===== src/design/akmq_pkg.sv =====
// Shared types, sizes and codes of the aging keyed MAC queue.
// No dependencies; the unit, the sequencer and the datapath use this package.
`timescale 1ns / 1ps

package akmq_pkg;

   localparam int DEPTH = 1024;
   localparam int AW = $clog2(DEPTH);
   localparam int CW = AW + 1;
   localparam logic [CW-1:0] MIN_CAPACITY = CW'(100);
   localparam logic [CW-1:0] DEPTH_CAP = CW'(DEPTH);
   localparam logic [CW-1:0] RESET_CAPACITY = CW'(400);

   localparam logic [3:0] ACT_ENQ = 4'd0;
   localparam logic [3:0] ACT_FRONT = 4'd1;
   localparam logic [3:0] ACT_DEQ = 4'd2;
   localparam logic [3:0] ACT_PEEK = 4'd3;
   localparam logic [3:0] ACT_DEQ_TA = 4'd4;
   localparam logic [3:0] ACT_PEEK_TA = 4'd5;
   localparam logic [3:0] ACT_DEQ_A = 4'd6;
   localparam logic [3:0] ACT_PEEK_A = 4'd7;
   localparam logic [3:0] ACT_CNT_T = 4'd8;
   localparam logic [3:0] ACT_CNT_I = 4'd9;
   localparam logic [3:0] ACT_REMOVE = 4'd10;
   localparam logic [3:0] ACT_FLUSH = 4'd11;
   localparam logic [3:0] ACT_SIZE = 4'd12;

   localparam logic [1:0] ST_DONE = 2'd0;
   localparam logic [1:0] ST_MISS = 2'd1;
   localparam logic [1:0] ST_FULL = 2'd2;

   localparam logic [1:0] CSR_MAX_DELAY = 2'd0;
   localparam logic [1:0] CSR_INIT_CAP = 2'd1;
   localparam logic [1:0] CSR_HOLD = 2'd2;

   localparam logic [1:0] SEL_ADDR1 = 2'd0;
   localparam logic [1:0] SEL_ADDR2 = 2'd1;
   localparam logic [1:0] SEL_ADDR3 = 2'd2;
   localparam logic [1:0] SEL_ZERO = 2'd3;

   typedef struct packed {
      logic [31:0] handle;
      logic        is_qos;
      logic [3:0]  tid;
      logic [47:0] addr1;
      logic [47:0] addr2;
      logic [47:0] addr3;
      logic [31:0] src_ip;
      logic [31:0] dst_ip;
      logic [47:0] stamp;
   } entry_type;

   localparam int EW = $bits(entry_type);

   typedef struct packed {
      logic [3:0]  action;
      logic [47:0] now;
      logic [31:0] handle;
      logic        is_qos;
      logic [3:0]  tid;
      logic [47:0] addr1;
      logic [47:0] addr2;
      logic [47:0] addr3;
      logic [31:0] src_ip;
      logic [31:0] dst_ip;
      logic [1:0]  addr_sel;
      logic [47:0] key_addr;
   } req_item_type;

   typedef struct packed {
      logic [1:0]    status;
      entry_type     entry;
      logic [CW-1:0] match_count;
      logic [CW-1:0] capacity_now;
   } rsp_item_type;

   typedef struct packed {
      logic accept;
      logic start;
      logic rd;
      logic eval;
      logic walk_end;
      logic resize;
      logic store;
      logic finish;
   } cmd_type;

   typedef struct packed {
      logic walk_needed;
      logic walk_done;
      logic need_resize;
      logic need_store;
      logic out_free;
   } stat_type;

   function automatic logic [CW-1:0] clamp_cap(input logic [CW:0] v);
      logic [CW-1:0] r;
      if (v == '0) r = CW'(1);
      else if (v > {1'b0, DEPTH_CAP}) r = DEPTH_CAP;
      else r = v[CW-1:0];
      return r;
   endfunction

endpackage


===== src/design/akmq_ctrl.sv =====
// Sequencer of the queue: accepts a request, runs the entry walk, resize,
// store and result steps. Depends on akmq_pkg.
`timescale 1ns / 1ps

module akmq_ctrl (
   input  logic               clock,
   input  logic               reset,
   input  logic               req_valid,
   output logic               req_ready,
   input  akmq_pkg::stat_type stat,
   output akmq_pkg::cmd_type  cmd
);

   typedef enum logic [6:0] {
      S_IDLE = 7'b0000001,
      S_CHK  = 7'b0000010,
      S_RD   = 7'b0000100,
      S_EV   = 7'b0001000,
      S_RSZ  = 7'b0010000,
      S_STO  = 7'b0100000,
      S_FIN  = 7'b1000000
   } state_type;

   state_type state_ff, state_in;

   always_comb begin
      state_in = state_ff;
      cmd = '0;
      unique case (state_ff)
         S_IDLE: begin
            if (req_valid) begin
               cmd.accept = 1'b1;
               state_in = S_CHK;
            end
         end
         S_CHK: begin
            cmd.start = 1'b1;
            state_in = stat.walk_needed ? S_RD : S_FIN;
         end
         S_RD: begin
            if (stat.walk_done) begin
               cmd.walk_end = 1'b1;
               if (stat.need_resize) state_in = S_RSZ;
               else if (stat.need_store) state_in = S_STO;
               else state_in = S_FIN;
            end else begin
               cmd.rd = 1'b1;
               state_in = S_EV;
            end
         end
         S_EV: begin
            cmd.eval = 1'b1;
            state_in = S_RD;
         end
         S_RSZ: begin
            cmd.resize = 1'b1;
            state_in = S_STO;
         end
         S_STO: begin
            cmd.store = 1'b1;
            state_in = S_FIN;
         end
         S_FIN: begin
            if (stat.out_free) begin
               cmd.finish = 1'b1;
               state_in = S_IDLE;
            end
         end
         default: state_in = S_IDLE;
      endcase
   end

   always_ff @(posedge clock) begin
      if (reset) state_ff <= S_IDLE;
      else state_ff <= state_in;
   end

   assign req_ready = (state_ff == S_IDLE);

endmodule


===== config.mk =====
export PLATFORM = sky130hd
export DESIGN_NAME = akmq_ctrl
export DESIGN_NICKNAME = d
export VERILOG_FILES = /design/src/design/akmq_pkg.sv /design/src/design/akmq_ctrl.sv
export SDC_FILE = /design/constraint.sdc
export NUM_CORES = 1
export LEC_CHECK = 0
export ABC_CLOCK_PERIOD_IN_PS = 1470
export BUFFER_PORTS_ARGS = -buffer_cell sky130_fd_sc_hd__buf_2
export CAP_MARGIN = 40
export CORE_AREA = 10 10 47 49
export DETAILED_ROUTE_END_ITERATION = 7
export DIE_AREA = 0 0 57 59
export PLACE_DENSITY_LB_ADDON = 0.25
export SKIP_LAST_GASP = 1
export SLEW_MARGIN = 10
export SYNTH_ARGS = -nofsm -noshare
export SYNTH_HDL_FRONTEND = slang
export SYNTH_SLANG_ARGS = --single-unit

===== constraint.sdc =====
create_clock -name clock -period 1.47 [get_ports clock]
set_clock_uncertainty 0.05 [all_clocks]
set_input_delay 0 -clock clock [delete_from_list [all_inputs] [get_ports clock]]
set_output_delay 0 -clock clock [all_outputs]
set_load 0.01 [all_outputs]

Word-level counts from Yosys, hierarchy flattened:

Cells that the tools add are included.

* equal/unequal tests: 9
* mux-type cells: 19
* reduce and logical (&&, ||, !) cells: 1

Operator list (count)
* $pmux 7 s7: 1
* $mux 7: 6
* $mux 1: 12
* $eq 7x1->1 const B: 1
* $eq 7x2->1 const B: 1
* $eq 7x3->1 const B: 1
* $eq 7x4->1 const B: 1
* $eq 7x5->1 const B: 1
* $eq 7x6->1 const B: 1
* $eq 7x7->1 const B: 1
* $ne 2x2->1 const B: 2
* $reduce_and 2->1: 1

* register bits: 7
* input bits: 8
* output and inout port bits: 9
* logic and storage cells: 30

Longest topological paths before layout:

Gate-level depths: netlist of the first run.

* depth in word-level cells: 4
* gate-level depth with buffers: 5
* gate-level depth less buffers: 4

Worst setup path before layout of the first run:

OpenSTA, ideal clock, no wires.

* path kind: reg-to-reg
* from: reg state_ff[2]
* to: reg state_ff[0]
* library setup time: 0.122 ns
* arrival time: 1.449 ns
* data required time: 1.298 ns
* setup slack: -0.150 ns
* cell stages (with the launch flop): 5
* path buffers: 0
* cell sequence: dfxtp_1 > or3_4 > nor4_4 > a31oi_1 > a221o_1

* word-level cells in the longest chain between the ends: 3
* elaborated cells on any way between the ends: 11
* classes of those cells: 9 x eq/ne; 1 x mux; 1 x reduce/logical

Ends and longest elaborated chain
* start, declared: line akmq_ctrl.sv:24 `state_type state_ff, state_in;`
* start signal, assigned: line akmq_ctrl.sv:75 `else state_ff <= state_in;`
* $eq 7x7->1 / $eq 7x1->1 (equally long branches): line akmq_ctrl.sv:29 `unique case (state_ff)`
* $ne 2x2->1 (no line)
* $reduce_and 2->1 (no line)

Parallel ways exist; a longest one is shown, timed or not.
A chain may end at the register's enable or synchronous reset.

==> run summary, run 1 <==
========================================================================================================
Result of the run                                                                           finished with violations
Violated checks                                                                             setup timing
Aggregate negative setup slack                                                                 -0.840 ns
Flip-flop and latch count after synthesis                                                              7
TritonRoute pass-1 iters                                                                               6
GRT Residual Overflow                                                                                  0
Pin count of the biggest net entering global routing                                                   9
Drt first-iter violations                                                                              5
Wire length of the first global-routing pass                                                     2400 um
Area growth syn-to-layout                                                                          83.3%
Share of synthesized registers carrying an async set or reset                                         0%
Synth area leaders                                                                          dfxtp_1 29%, nor2_1 5.4%, nor4b_4 4.9%
Min Hold Slack                                                                                  0.220 ns
Unrepaired setup endpoints after global routing                                                     true
Number of library cell types mapped by synthesis                                                      32
Slew @ Worst Pin                                                                                0.334 ns
Post-synth top flop                                                                              dfxtp_1
Area fraction of the dominant cell type after synthesis                                            28.7%
Sequential area share after synthesis                                                              28.7%
Number of fill cells                                                                                 126
Clock latency on the worst-skew pair                                                             0.25 ns
Post-route core utilization                                                                        63.8%
Average cell area after synthesis                                                             9.21 sq um
Boundary Pins                                                                                         17
Summed instance area of the synthesized netlist                                                488 sq um
Minimum setup slack among reg-to-reg paths                                                      -0.07 ns
Critical path class                                                                              reg2out
Worst r2r dst                                                                                state_ff[0]
CP Max Fanout                                                                                          2
GRT Total Usage                                                                                    8.77%
Cell leakage power                                                                              0.398 nW
Biggest registers after layout                                                              state_ff (7)
Post-Synthesis Net Count                                                                              61
Max cap viols                                                                                          0
Die width                                                                                          57 um
Cell count after synthesis                                                                            53
Number of antenna-violating nets in the routed design                                                  0
Sequential cell area                                                                           148 sq um
Final worst-path setup slack                                                                   -0.154 ns
Post-CTS clock slew at the launch and capture registers of the worst setup and hold paths        0.06 ns
Capture point of the worst path                                                                   cmd[4]
Clock buffer depth                                                                                     2
Cell count of the worst hold path                                                                      5
Count of flip-flops with a built-in enable after synthesis                                             0
Worst min-delay path startpoint                                                                  stat[0]
Critical Path Max Stage Delay                                                                    0.58 ns
Endpoints failing hold                                                                                 0
Number of vias after detailed routing                                                                558
Areal power density over the cells                                                           619 mW/mm^2
Cell chain of the critical path                                                             or4_4 -> nor4b_4 -> buf_2
Largest area contributor in the netlist                                                          dfxtp_1
Antenna violations before repair                                                                       0
Data arrival time of the critical path                                                           1.57 ns
Vert. Die Dim                                                                                      59 um
Core area                                                                                   0.00140 sq mm
Sum of net half-perimeters after detailed placement                                              1050 um
Register with the highest flop count                                                            state_ff
Final setup vio count                                                                                 12
Logic depth of the worst path, buffers included                                                        3
Worst reg2reg path depth                                                                               7
Slowest cell on crit path                                                                          or4_4
Port Buffers                                                                                          16
H-tree levels                                                                                          1
CP bufs+invs                                                                                           1
Residual DRC                                                                                           0
Fin crit period                                                                                  1.62 ns
Setup crit start kind                                                                               flop
Placement Setup Slack                                                                         -0.0830 ns
Vias in the first global route                                                                       569
Max-slew violations                                                                                    0
TritonCTS Buffers                                                                                      3
Number of rows created at floorplan                                                                   14
Slew HR                                                                                            77.4%
Routed Wire Length                                                                               1510 um
Required time of the worst setup path                                                            1.42 ns
Max FFs per register                                                                                   7
Worst Setup End Kind                                                                         output port
Timing startpoint of the critical path                                                       state_ff[5]
Average via count per standard cell                                                                 5.03
Achievable frequency                                                                             616 MHz
Average wire per standard cell                                                                   13.6 um
Root buffer cell                                                                                clkbuf_4
Path type of the worst min-delay path                                                             in2reg
Fin crit share                                                                                      110%
Area of the multi-input gates                                                                  367 sq um
Largest delay share family, worst path                                                      simple AND/OR/NAND/NOR gates
Maximum VDD drop                                                                                0.664 mV
Layout cells sized above 1                                                                         61.1%
Final Wtd Congestion                                                                               0.759
Starting utilization of the core area                                                              34.8%
DIE AREA                                                                                    0.00336 sq mm
TritonCTS Sinks                                                                                        7
CTS tree                                                                                             yes
Final layout net count                                                                               104
R2r startpoint                                                                               state_ff[5]
List of most frequent post-synthesis cells                                                  7 x dfxtp_1, 7 x nor2_1, 3 x a21oi_1, 3 x inv_1, 3 x o21ai_0
Diode insertion count for antenna repair                                                               0
Number of warnings printed during yosys synthesis                                                      0
Overall power after layout                                                                      0.554 mW
========================================================================================================
## how the worst min path moves through the flow
stage / slack, ns / end
2_1_floorplan: -0.002 / cmd[5]
3_5_place_dp: 0.14 / state_ff[3]
5_1_grt: 0.25 / state_ff[6]
3_3_place_gp: 0.14 / state_ff[3]
4_1_cts: 0.25 / state_ff[6]
6_report: 0.22 / state_ff[6]
## where the power goes
| part | internal, mW | leakage, nW | total [mW] | switching, mW |
|---|---|---|---|---|
| clock | 0.104 | 0.0150 | 0.179 | 0.0756 |
| combinational | 0.102 | 0.323 | 0.169 | 0.0669 |
| sequential | 0.195 | 0.0592 | 0.205 | 0.0104 |
## per-layer routing
metal | track usage (%) | up-vias | routed length, um
met2 | 16.6 | 13 | 810
met4 | 2.01 | 0 | 0
li1 | - | 283 | -
met5 | 0 | - | 0
met1 | 8.29 | 262 | 586
met3 | 4.29 | 0 | 115
## worst register-to-register path, cell delays in order, from the launching register on
cell and delay [ns]:
dfxtp_2 0.34, buf_6 0.11, buf_6 0.10, nor4_4 0.04, and4b_1 0.21, buf_4 0.14, buf_4 0.12, a221o_1 0.32
## cell usage in the layout, fill, tap and decap left out, drive strengths merged
| cell | synthesis | final |
|---|---|---|
| buf | 3 | 35 |
| or3b | 1 | 1 |
| or4 | 1 | 1 |
| a31oi | 2 | 2 |
| clkbuf | 0 | 4 |
| a21oi | 3 | 3 |
| nor3b | 1 | 1 |
| and4b | 1 | 1 |
| o21ai | 3 | 3 |
| xor2 | 1 | 1 |
| dfxtp | 7 | 7 |
| nand3 | 1 | 1 |
| or2b | 1 | 1 |
| inv | 3 | 3 |
| and3b | 1 | 1 |
| dlygate4sd3 | 0 | 6 |
| and2 | 1 | 1 |
| nor4 | 3 | 3 |
| a221o | 1 | 1 |
| and3 | 1 | 1 |
| or3 | 1 | 1 |
| nand3b | 1 | 1 |
| nor2 | 7 | 7 |
| and4 | 2 | 2 |
| a211o | 1 | 1 |
| nor4b | 3 | 3 |
| nor2b | 1 | 1 |
| nor3 | 1 | 1 |
| o211ai | 1 | 1 |
## layout make-up
type | instances | area share, %
multi-input cells | 40 | 41.0
repair buffers | 41 | 36.1
flip-flops and latches | 7 | 16.5
clock buffers | 4 | 2.94
well taps | 16 | 2.24
inverters | 3 | 1.26
## through the flow
stage / area (sq um) / cells
floorplan: 499 / 53
global placement: 667 / 95
detailed placement: 667 / 95
CTS: 831 / 110
global route: 895 / 111
finish: 895 / 111
## cells by family (layout without fill, tap and decap cells)
group,after synthesis,after routing,share of synthesized area (%)
DFF,7,7,28.7
AOI/OAI and AO/OA,11,11,14.4
buffers and inverters,6,48,8.46
xor gates and xnor gates,1,1,1.80
and+or+nand+nor,28,28,46.7
## repair_timing
item / in CTS / in global routing
gates cloned: 0 / 0
pin swaps: 4 / 6
buffers inserted: 5 / 1
hold buffers: 6 / 0
setup endpoints to repair: 11 / 15
resized for setup: 9 / 14
hold endpoints to repair: 7 / 0
Note: power is estimated with default switching activity, not from simulation.
==> run 2: changes to the inputs <==
--- a/constraint.sdc
+++ b/constraint.sdc
@@ -3,3 +3,3 @@
 set_input_delay 0 -clock clock [delete_from_list [all_inputs] [get_ports clock]]
 set_output_delay 0 -clock clock [all_outputs]
-set_load 0.01 [all_outputs]
+set_load 0.005 [all_outputs]
==> run 2 against run 1 <==
The run still ends with setup timing left. Register-to-register slack got worse by 0.02 ns. Via count unchanged. Global-route usage is 0.28 points higher. Combinational power decreased by 7%. Critical path depth increased by 3. Count of clock-buffer cells in the layout did not move. Clock power shrank 4%. Sequential share of layout area up 0.76 points. Largest cell class unchanged.
==> run summary, run 2 (synthesis gave the netlist of run 1 again) <==
========================================================================================================
Worst Setup End Kind                                                                         output port
Number of vias after detailed routing                                                                558   unchanged
Timing startpoint of the critical path                                                       state_ff[2]
Min Hold Slack                                                                                  0.200 ns   -0.0196 ns
Final setup vio count                                                                                 11   -1
Residual DRC                                                                                           0   unchanged
P_sw                                                                                            0.145 mW   -5.4%
Cell leakage power                                                                              0.388 nW   -2.5%
Unrepaired setup endpoints after global routing                                                     true
Layout cells sized above 1                                                                         62.1%   +1.1 points
R2r startpoint                                                                               state_ff[5]
Capture point of the worst path                                                                   cmd[7]
Starting utilization of the core area                                                              34.8%   unchanged
Setup crit start kind                                                                               flop
CP Max Fanout                                                                                          2   unchanged
Area of the multi-input gates                                                                  365 sq um   -0.34%
TritonCTS Buffers                                                                                      3   unchanged
Boundary Pins                                                                                         17   unchanged
Routed Wire Length                                                                               1600 um   +5.6%
Area growth syn-to-layout                                                                          79.7%
Pin count of the biggest net entering global routing                                                   9   unchanged
Number of antenna-violating nets in the routed design                                                  0   unchanged
Antenna violations before repair                                                                       0   unchanged
Drt first-iter violations                                                                             12   +7
Post-CTS clock slew at the launch and capture registers of the worst setup and hold paths        0.05 ns   about the same
Vias in the first global route                                                                       561   -1.4%
Critical path class                                                                              reg2out
TritonCTS Sinks                                                                                        7   unchanged
Biggest registers after layout                                                              state_ff (7)
Minimum setup slack among reg-to-reg paths                                                      -0.09 ns   -0.02 ns
Average via count per standard cell                                                                 5.03   unchanged
CTS tree                                                                                             yes
Number of fill cells                                                                                 126   unchanged
GRT Residual Overflow                                                                                  0   unchanged
Sum of net half-perimeters after detailed placement                                              1030 um   -1.6%
Max-slew violations                                                                                    0   unchanged
Achievable frequency                                                                             619 MHz   +0.52%
Max FFs per register                                                                                   7   unchanged
Final worst-path setup slack                                                                   -0.145 ns   +0.00835 ns
Violated checks                                                                             setup timing
Required time of the worst setup path                                                            1.42 ns   about the same
Switching part of the total power                                                                  27.2%   -0.37 points
Diode insertion count for antenna repair                                                               0   unchanged
Slew HR                                                                                            76.1%   -1.3 points
Placed Instances                                                                                      93   -2.1%
H-tree levels                                                                                          1   unchanged
Wire length of the first global-routing pass                                                     2530 um   +5.2%
Data arrival time of the critical path                                                           1.57 ns   about the same
Vert. Die Dim                                                                                      59 um   unchanged
Internal power contribution                                                                     0.387 mW   -3.6%
Gate power share                                                                                   29.7%   -0.8 points
Fin crit period                                                                                  1.62 ns   -0.00835 ns
Worst min-delay path startpoint                                                                  stat[0]
TritonRoute pass-1 iters                                                                               4   -2
Worst reg2reg path depth                                                                               5   -2
Slew @ Worst Pin                                                                                0.353 ns   +0.0195 ns
Placement Setup Slack                                                                         -0.0216 ns   +0.0614 ns
Core area                                                                                   0.00140 sq mm   unchanged
Path type of the worst min-delay path                                                             in2reg
Sequential cell area                                                                           151 sq um   +2.5%
Clock buffer depth                                                                                     2   unchanged
Endpoints failing hold                                                                                 0   unchanged
Final Wtd Congestion                                                                               0.736   -3.1%
Fin crit share                                                                                      110%   -0.57 points
Top library cells by usage in the layout, fill and taps aside                               17 x buf_4, 14 x buf_2, 7 x nor2_1
Clock power share                                                                                  32.3%   about the same
Overall power after layout                                                                      0.531 mW   -4.1%
Max cap viols                                                                                          0   unchanged
Sequential share of power                                                                          38.1%   +1.0 points
Root buffer cell                                                                                clkbuf_4
Maximum VDD drop                                                                                0.574 mV   -14%
Most frequent standard cell in the layout excluding fill and tap cells                             buf_4
Final layout net count                                                                               104   unchanged
Clock latency on the worst-skew pair                                                             0.24 ns   about the same
Final standard cell count with taps included and fillers excluded                                    111   unchanged
Port Buffers                                                                                          16   unchanged
GRT Total Usage                                                                                    9.05%   +0.28 points
Register with the highest flop count                                                            state_ff
DIE AREA                                                                                    0.00336 sq mm   unchanged
Die width                                                                                          57 um   unchanged
Worst r2r dst                                                                                state_ff[5]
Result of the run                                                                           finished with violations
Number of rows created at floorplan                                                                   14   unchanged
Aggregate negative setup slack                                                                 -0.792 ns   +0.0478 ns
Areal power density over the cells                                                           606 mW/mm^2   -2.2%
Average wire per standard cell                                                                   14.4 um   +5.6%
========================================================================================================
## run 2: cell counts in the layout (fill, tap and decap cells not counted)
No cell type changed its count.
## run 2: routing by layer
layer	up-vias	wire [um]	track usage, %
met3	4	93	3.86
met1	254	686	10.3
met5	-	0	0
met2	16	763	14.7
met4	0	53	3.36
li1	284	-	-
## run 2: worst min path at each step
stage	to	slack, ns	depth (start not counted)
after detailed placement	state_ff[3]	0.15	2
after global routing	state_ff[6]	0.23	5
after CTS	state_ff[6]	0.28	5
after global placement	state_ff[3]	0.14	2
final	state_ff[6]	0.20	5
after floorplan	cmd[5]	-0.02	1
## run 2: what timing repair did
item                                    CTS  global route
pin swaps                                 2             8
endpoints found under the hold margin     7             0
endpoints found under the setup margin    8            15
resized for setup                         5            17
hold buffers                              6             0
setup buffers                             5             3
## run 2: worst max-delay path, stage by stage (launching register included)
cell and delay (ns):
dfxtp_2 0.32, buf_6 0.11, nor4_2 0.24, buf_4 0.15, and4b_1 0.25, and2_4 0.16
buf_2 0.10
## run 2: per-stage QoR
stage / utilization [%] / instance area, sq um
floorplan: - / 490
global placement: 45.9 / 643
detailed placement: 45.9 / 643
CTS: 56.2 / 787
global route: 62.6 / 877
finish: 62.6 / 877
## run 2: cell type report
cell class	instances	area share [%]
inverters	3	1.28
flip-flops and latches	7	17.3
well taps	16	2.28
clock buffers	4	3.00
multi-input cells	40	41.7
repair buffers	41	34.5
## run 2: power by group through the flow
stage | clock (mW) | combinational (mW) | sequential [mW]
after global routing | 0.188 | 0.173 | 0.203
after detailed placement | 0 | 0.104 | 0.207
after global placement | 0 | 0.105 | 0.207
after floorplan | 0 | 0.0700 | 0.203
after CTS | 0.176 | 0.124 | 0.202
final | 0.171 | 0.158 | 0.202
